<file path="src/kmsd_pkg.sv">
// shared types and constants of the key matrix scanner
package kmsd_pkg;

	localparam int IDX_W  = 3;
	localparam int CNT_W  = 8;
	localparam int LINE_W = 8;
	localparam int REGS_W = 4;
	localparam int CIDX_W = 2;

	localparam logic [LINE_W-1:0] ALL_HIGH = 8'hFF;

	// configuration register indexes
	localparam logic [CIDX_W-1:0] REG_ROW_COUNT      = 2'd0;
	localparam logic [CIDX_W-1:0] REG_COLUMN_COUNT   = 2'd1;
	localparam logic [CIDX_W-1:0] REG_DEBOUNCE_LIMIT = 2'd2;

	localparam logic [REGS_W-1:0] ROW_COUNT_RST    = 4'd8;
	localparam logic [REGS_W-1:0] COLUMN_COUNT_RST = 4'd8;
	localparam logic [CNT_W-1:0]  LIMIT_RST        = 8'd5;

	typedef enum logic [3:0] {
		CMD_SET_ROWS    = 4'd0,
		CMD_READ_COLS   = 4'd1,
		CMD_PRESS       = 4'd2,
		CMD_RELEASE     = 4'd3,
		CMD_RELEASE_ALL = 4'd4,
		CMD_QUERY       = 4'd5,
		CMD_SCAN        = 4'd6,
		CMD_TICK        = 4'd7,
		CMD_STABLE      = 4'd8,
		CMD_RESET       = 4'd9
	} cmd_t;

	typedef enum logic [1:0] {
		ST_IDLE,
		ST_RUN,
		ST_DONE
	} state_t;

	// state of one key
	typedef struct packed {
		logic             pressed;
		logic [CNT_W-1:0] count;
	} key_t;

endpackage

</file>
<file path="src/kmsd_cell.sv">
// one key cell of the circulating key ring
module kmsd_cell (
	input  logic          clk,
	input  logic          arst_n,
	input  logic          shift_en,
	input  kmsd_pkg::key_t d,
	output kmsd_pkg::key_t q
);
	import kmsd_pkg::*;

	key_t key_q;

	// take the neighbor's key on every shift cycle
	always_ff @(posedge clk or negedge arst_n) begin
		if (!arst_n) begin
			key_q <= '0;
		end else if (shift_en) begin
			key_q <= d;
		end
	end

	assign q = key_q;

endmodule

</file>
<file path="src/key_matrix_scan_debounce_top.sv">
// top level of the key matrix scanner with per-key debounce counters
//
// Usage: one command transaction enters on the input channel (in_valid,
// in_stall) and gives exactly one result transaction on the output channel
// (out_valid, out_stall). The key states sit in a ring of MAX_ROWS *
// MAX_COLUMNS cells that rotates one place per cycle while a command runs;
// the head cell is updated and inspected as each key passes, in row-major
// order, so every command takes one full turn of the ring.
// After the ring turn the command waits in the done state until its result
// is loaded into the output register; in_stall stays high until then, so a
// new command is taken only after the last result has been loaded.
// During the ring turn one key per cycle passes through the head cell.
// The result waits in an output register; while out_stall is high a held
// result holds and a finished command waits before its result is loaded.
// Configuration writes (cfg_valid, cfg_ready, cfg_index, cfg_data) are
// always ready and are meant for idle periods; index 3 is ignored.
// Reset clears all keys and counters, drives no row (mask all ones) and
// loads the registers with 8 rows, 8 columns and a limit of 5.
module key_matrix_scan_debounce_top #(
	parameter int MAX_ROWS    = 8,
	parameter int MAX_COLUMNS = 8
) (
	input  logic                        clk,
	input  logic                        arst_n,
	// command channel
	input  logic                        in_valid,
	output logic                        in_stall,
	input  logic [3:0]                  command,
	input  logic [kmsd_pkg::IDX_W-1:0]  key_row,
	input  logic [kmsd_pkg::IDX_W-1:0]  key_column,
	input  logic [kmsd_pkg::LINE_W-1:0] drive_mask,
	// result channel
	output logic                        out_valid,
	input  logic                        out_stall,
	output logic [kmsd_pkg::LINE_W-1:0] column_lines,
	output logic                        key_found,
	output logic [kmsd_pkg::IDX_W-1:0]  found_row,
	output logic [kmsd_pkg::IDX_W-1:0]  found_column,
	// configuration write channel
	input  logic                        cfg_valid,
	output logic                        cfg_ready,
	input  logic [kmsd_pkg::CIDX_W-1:0] cfg_index,
	input  logic [kmsd_pkg::LINE_W-1:0] cfg_data
);
	import kmsd_pkg::*;

	localparam int KEYS = MAX_ROWS * MAX_COLUMNS;
	localparam logic [IDX_W-1:0]  LAST_ROW = IDX_W'(MAX_ROWS - 1);
	localparam logic [IDX_W-1:0]  LAST_COL = IDX_W'(MAX_COLUMNS - 1);
	localparam logic [REGS_W-1:0] ROWS_CAP = REGS_W'(MAX_ROWS);
	localparam logic [REGS_W-1:0] COLS_CAP = REGS_W'(MAX_COLUMNS);

	state_t state_q, state_d;

	logic [REGS_W-1:0] row_count_q, column_count_q;
	logic [CNT_W-1:0]  limit_q;
	logic [LINE_W-1:0] row_drive_q;

	cmd_t              cmd_q;
	logic [IDX_W-1:0]  kr_q, kc_q;
	logic [IDX_W-1:0]  r_q, c_q;

	logic [LINE_W-1:0] lines_q;
	logic              found_q;
	logic [IDX_W-1:0]  frow_q, fcol_q;

	logic              out_valid_q;
	logic [LINE_W-1:0] out_lines_q;
	logic              out_found_q;
	logic [IDX_W-1:0]  out_row_q, out_col_q;

	logic              accept, shift_en, load_out, step_last;
	logic [REGS_W-1:0] nr, nc;
	logic              in_use, at_key, ring_match;
	key_t              head, head_nxt;
	key_t              ring [KEYS];

	assign accept    = in_valid && !in_stall;
	assign cfg_ready = 1'b1;

	// rows and columns in use, capped by the matrix size
	assign nr = (row_count_q > ROWS_CAP) ? ROWS_CAP : row_count_q;
	assign nc = (column_count_q > COLS_CAP) ? COLS_CAP : column_count_q;

	assign step_last = (r_q == LAST_ROW) && (c_q == LAST_COL);

	// next state
	always_comb begin
		state_d = state_q;
		unique case (state_q)
			ST_IDLE: if (accept) state_d = ST_RUN;
			ST_RUN:  if (step_last) state_d = ST_DONE;
			ST_DONE: if (load_out) state_d = ST_IDLE;
			default: state_d = ST_IDLE;
		endcase
	end

	// state outputs
	always_comb begin
		in_stall = (state_q != ST_IDLE);
		shift_en = (state_q == ST_RUN);
		load_out = (state_q == ST_DONE) && (!out_valid_q || !out_stall);
	end

	always_ff @(posedge clk or negedge arst_n) begin
		if (!arst_n) begin
			state_q <= ST_IDLE;
		end else begin
			state_q <= state_d;
		end
	end

	// configuration registers
	always_ff @(posedge clk or negedge arst_n) begin
		if (!arst_n) begin
			row_count_q    <= ROW_COUNT_RST;
			column_count_q <= COLUMN_COUNT_RST;
			limit_q        <= LIMIT_RST;
		end else if (cfg_valid && cfg_ready) begin
			unique case (cfg_index)
				REG_ROW_COUNT:      row_count_q    <= cfg_data[REGS_W-1:0];
				REG_COLUMN_COUNT:   column_count_q <= cfg_data[REGS_W-1:0];
				REG_DEBOUNCE_LIMIT: limit_q        <= cfg_data;
				default: ;
			endcase
		end
	end

	// ring of key cells, head at index 0, updated key re-enters at the tail
	for (genvar i = 0; i < KEYS; i++) begin : g_cell
		key_t d_i;
		if (i == KEYS - 1) begin : g_tail
			assign d_i = head_nxt;
		end else begin : g_mid
			assign d_i = ring[i+1];
		end
		kmsd_cell u_cell (
			.clk      (clk),
			.arst_n   (arst_n),
			.shift_en (shift_en),
			.d        (d_i),
			.q        (ring[i])
		);
	end

	assign head   = ring[0];
	assign in_use = ({1'b0, r_q} < nr) && ({1'b0, c_q} < nc);
	assign at_key = in_use && (r_q == kr_q) && (c_q == kc_q);

	// new value of the key passing the head
	always_comb begin
		head_nxt = head;
		unique case (cmd_q)
			CMD_PRESS, CMD_RELEASE: begin
				if (at_key) begin
					head_nxt.pressed = (cmd_q == CMD_PRESS);
					head_nxt.count   = '0;
				end
			end
			CMD_RELEASE_ALL, CMD_RESET: begin
				if (in_use) head_nxt = '0;
			end
			CMD_TICK: begin
				if (in_use) begin
					if (!head.pressed) begin
						head_nxt.count = '0;
					end else if (head.count < limit_q) begin
						head_nxt.count = head.count + CNT_W'(1);
					end
				end
			end
			default: ;
		endcase
	end

	// first key that matches a scan or stable search
	always_comb begin
		ring_match = 1'b0;
		unique case (cmd_q)
			CMD_SCAN:   ring_match = in_use && head.pressed;
			CMD_STABLE: ring_match = in_use && head.pressed && (head.count >= limit_q);
			default:    ring_match = 1'b0;
		endcase
	end

	// command capture, walk position and pass results
	always_ff @(posedge clk or negedge arst_n) begin
		if (!arst_n) begin
			r_q         <= '0;
			c_q         <= '0;
			row_drive_q <= ALL_HIGH;
			cmd_q       <= CMD_SET_ROWS;
		end else if (accept) begin
			cmd_q <= cmd_t'(command);
			if (cmd_t'(command) == CMD_SET_ROWS) row_drive_q <= drive_mask;
			if (cmd_t'(command) == CMD_RESET)    row_drive_q <= ALL_HIGH;
		end else if (shift_en) begin
			if (c_q == LAST_COL) begin
				c_q <= '0;
				r_q <= step_last ? '0 : r_q + IDX_W'(1);
			end else begin
				c_q <= c_q + IDX_W'(1);
			end
			// scan drives each row in use until a key is found
			if (cmd_q == CMD_SCAN && c_q == '0 && {1'b0, r_q} < nr && !found_q) begin
				row_drive_q <= ~(LINE_W'(1) << r_q);
			end
		end
	end

	always_ff @(posedge clk) begin
		if (accept) begin
			kr_q    <= key_row;
			kc_q    <= key_column;
			lines_q <= ALL_HIGH;
			found_q <= 1'b0;
			frow_q  <= '0;
			fcol_q  <= '0;
		end else if (shift_en) begin
			if (cmd_q == CMD_READ_COLS && in_use && !row_drive_q[r_q] && head.pressed) begin
				lines_q[c_q] <= 1'b0;
			end
			if (cmd_q == CMD_QUERY && at_key) begin
				found_q <= head.pressed;
			end
			if (ring_match && !found_q) begin
				found_q <= 1'b1;
				frow_q  <= r_q;
				fcol_q  <= c_q;
			end
		end
	end

	// output register
	always_ff @(posedge clk or negedge arst_n) begin
		if (!arst_n) begin
			out_valid_q <= 1'b0;
		end else if (load_out) begin
			out_valid_q <= 1'b1;
		end else if (!out_stall) begin
			out_valid_q <= 1'b0;
		end
	end

	always_ff @(posedge clk) begin
		if (load_out) begin
			out_lines_q <= lines_q;
			out_found_q <= found_q;
			out_row_q   <= frow_q;
			out_col_q   <= fcol_q;
		end
	end

	assign out_valid    = out_valid_q;
	assign column_lines = out_lines_q;
	assign key_found    = out_found_q;
	assign found_row    = out_row_q;
	assign found_column = out_col_q;

	// a result is only loaded at the end of a full ring turn
	a_out_after_done: assert property (@(posedge clk) disable iff (!arst_n)
		$rose(out_valid) |-> $past(state_q == ST_DONE))
		else $error("result appeared without a finished pass");

	// the walk position is home whenever the ring rests
	a_walk_home: assert property (@(posedge clk) disable iff (!arst_n)
		state_q == ST_IDLE |-> (r_q == '0 && c_q == '0))
		else $error("walk position not at first key while idle");

	// an accepted command always starts a pass
	a_accept_runs: assert property (@(posedge clk) disable iff (!arst_n)
		accept |=> state_q == ST_RUN)
		else $error("accepted command did not start a pass");

endmodule

</file>
<file path="config.mk">
export PLATFORM = sky130hd
export DESIGN_NAME = key_matrix_scan_debounce_top
export DESIGN_NICKNAME = d
export VERILOG_FILES = /design/src/kmsd_pkg.sv /design/src/kmsd_cell.sv /design/src/key_matrix_scan_debounce_top.sv
export SDC_FILE = /design/constraint.sdc
export NUM_CORES = 1
export LEC_CHECK = 0
export BUFFER_PORTS_ARGS = -buffer_cell sky130_fd_sc_hd__buf_2
export CAP_MARGIN = 15
export CORE_MARGIN = 2
export CORE_UTILIZATION = 25
export CTS_CLUSTER_DIAMETER = 150
export CTS_CLUSTER_SIZE = 30
export DETAILED_ROUTE_END_ITERATION = 6
export PLACE_DENSITY = 0.43
export SYNTH_ARGS = -nofsm -noshare
export SYNTH_HDL_FRONTEND = slang
export SYNTH_SLANG_ARGS = --single-unit
export TNS_END_PERCENT = 30
</file>
<file path="constraint.sdc">
create_clock -name clk -period 5.9 [get_ports clk]
set_clock_uncertainty 0.15 [all_clocks]
set_input_delay 0.295 -clock clk [delete_from_list [all_inputs] [get_ports clk]]
set_output_delay 0.295 -clock clk [all_outputs]
set_load 0.05 [all_outputs]
</file>
==> impl_metrics.tcl <==
set metrics [dict create \
    io_buffers 49 \
    synth_edf_count 21 \
    crit_fanout 20 \
    cts.clk_slew.worst_paths_ns 0.13 \
    setup_violations 0 \
    drtPass1Iterations 5 \
    die_h_um 321.7 \
    die_area_um2 103500 \
    coreArea_um2 100000 \
    r2r-end "row_drive_q[6]" \
    final_layout_size_suffix_gt1_frac 0.05229 \
    hold_viol 0 \
    routedWlPerCell_um 12.00 \
    antenna_found_initial 0 \
    setup_tns_ns 0 \
    vias 16780 \
    yosysMostFrequentCell "nand2_1" \
    synth_area_leader_cell "dfrtp_1" \
    peakVddDrop_mv 0.3119 \
    syn_area_um2 25230 \
    yosysSeqAreaShare 0.6456 \
    synth_seq_cells 649 \
    via_per_inst 4.102 \
    cts_made_buffers 25 \
    syn_to_final_growth_pct 10.37 \
    synth.top_cell.area_share 0.5962 \
    design_area_um2 27840 \
    die_w_um 321.7 \
    hold_start "cfg_valid" \
    worstMarginPinSlew_ns 1.000 \
    cp.arrival_ns 3.26 \
    synth.distinct_cells 67 \
    grtUsageTotal 0.09698 \
    status "finished, final reports clean" \
    initial_utilization 0.2523 \
    grt_pass1_wl_um 86560 \
    insertion_delay_ns 0.61 \
    min_path_cells 3 \
    n_antenna_cell 0 \
    routed_wl_um 49090 \
    fin_crit_sh 0.4851 \
    synth_top_flop_cell "dfrtp_1" \
    rows 116 \
    layout.nets 2828 \
    r2r-start "state_q[0]" \
    r2r_slack_ns 3.04 \
    postSynthAreaPerCell_um2 9.054 \
    synth-async-reset-ratio 0.9445 \
    grt_max_degree 211 \
    placed_area_um2 26810 \
    p_leak_nw 15.01 \
    drv_slew 0 \
    drcViolationCount 0 \
    maxCapViolCount 0 \
    antenna_left 0 \
    ctsLongestPathBuffers 3 \
    syn-num-nets 2841 \
    cts-root-buf "clkbuf_16" \
    synth_cells 2786 \
    gp_congestion 0.7162 \
    fmax_mhz 349.4 \
    endpoint_kind "flip-flop" \
    drtIter0Drc 1324 \
    start_kind "flip-flop" \
    hp-class "input pin to flip-flop" \
    dp_hpwl_um 26900 \
    path_class "flip-flop to flip-flop" \
    grt_pass1_vias 17350 \
    yosys_warnings 0 \
    power_density_nw_per_um2 340.5 \
    worst_r2r_path_depth 9 \
    cts_max_level 1 \
    synth_common_cells "1,752 x nand2_1, 601 x dfrtp_1, 128 x clkbuf_1" \
    relSlewSlack 0.3332 \
    synth.area.top_cells "dfrtp_1 60%, nand2_1 26%, edfxtp_1 2.5%" \
    cp.required_ns 6.30 \
    hold_end "column_count_q[3]" \
    period_needed_ns 2.862 \
    rsz0062_at_grt "no" \
    clock_sinks 649 \
    cts_tree "yes" \
    grt-ovfl-total 0 \
    io_pins 51 \
]
==> placed cells by master, fill, tap and decap left out, types with 15 or more instances in the layout <==
cell type | netlist | routed
a21oi_1 | 22 | 22
buf_2 | 2 | 48
buf_4 | 1 | 15
clkbuf_1 | 128 | 18
clkbuf_16 | 0 | 25
dfrtp_1 | 601 | 601
dfxtp_1 | 15 | 15
dlygate4sd3_1 | 0 | 32
edfxtp_1 | 21 | 21
ha_1 | 22 | 22
inv_1 | 17 | 17
mux2_2 | 17 | 17
nand2_1 | 1752 | 1752
nor2_1 | 24 | 24
==> critical path, stage by stage (launching register included) <==
cell and delay, ns:
dfrtp_1 0.45, nor2_1 0.36, nand2_1 0.10, buf_4 0.22, inv_1 0.31, buf_4 0.32, nand3_1 0.14, and2_1 0.22
o21ai_2 0.16, mux2_2 0.38
==> stage by stage <==
stage          power, W  setup WS (ns)    util  hold WS [ns]  std cells
2_1_floorplan  0.006739          3.410       -       -0.1506       2786
3_3_place_gp   0.007428          3.024  0.2681        0.2662       4012
3_5_place_dp   0.007424          3.052  0.2681        0.2676       4012
4_1_cts        0.009738          3.025  0.2784       0.03389       4090
5_1_grt         0.01017          2.878  0.2784       0.04613       4090
6_report       0.009480          3.038  0.2784       0.05932       4090
==> cell type report <==
cell class              count  area [µm²]
multi-input cells        1978        8344
fillers                 10710       72160
repair buffers            102       808.3
well taps                1298        1624
clock inverters             3       22.52
clock buffers              43       693.2
flip-flops and latches    649       16290
inverters                  17       63.81
==> report_power, final <==
part | total (W) | internal, W | switching (W)
combinational | 0.00210 | 0.000461 | 0.00164
clock | 0.00221 | 0.000823 | 0.00139
sequential | 0.00516 | 0.00488 | 0.000279
total | 0.00948 | 0.00617 | 0.00331
==> repair_timing <==
action	4_1_cts	5_1_grt
hold buffers	32	0
setup buffers	0	0
endpoints found under the hold margin	135	0
gates resized for setup	0	0
==> routing by layer <==
layer | vias to the layer above | part of all wire | GRT usage
li1 | 8522 | - | -
met1 | 8148 | 0.51 | 0.1359
met2 | 73 | 0.45 | 0.1624
met3 | 36 | 0.017 | 0.009494
met4 | 0 | 0.019 | 0.02035
met5 | - | 0 | 0
==> state kept, by name, indices dropped and copies added (netlist names) <==
name             count
row_count_q          4
out_valid            1
fcol_q               3
found_row            3
state_q              2
found_q              1
row_drive_q          8
found_column         3
limit_q              8
column_count_q       4
key_found            1
c_q                  3
g_cell.u_cell.q    576
column_lines         8
lines_q              8
cmd_q                4
r_q                  3
frow_q               3
kr_q                 3
kc_q                 3
==> kinds of logic (layout without fill, tap and decap cells) <==
logic type / after synthesis / after routing / share of synthesized area
AO/OA/AOI/OAI: 80 / 80 / 0.02282
XOR/XNOR: 7 / 7 / 0.002430
adder cells (fa/ha/maj): 22 / 22 / 0.01091
buffers and inverters: 159 / 165 / 0.02421
flip-flops: 649 / 649 / 0.6456
multiplexers: 26 / 26 / 0.01240
other: 1 / 1 / 0.0001487
AND/OR/NAND/NOR: 1842 / 1842 / 0.2815
==> worst max path at each step <==
stage                                      from                     end  slack, ns
after floorplan           g_cell[0].u_cell.q[1]  g_cell[63].u_cell.q[7]       3.41
after global placement               state_q[0]          row_drive_q[6]       3.02
after detailed placement             state_q[0]          row_drive_q[1]       3.05
after CTS                            state_q[0]          row_drive_q[1]       3.02
after global routing                 state_q[0]          row_drive_q[0]       2.88
final                                state_q[0]          row_drive_q[6]       3.04
(Power assumes the default switching activity.)
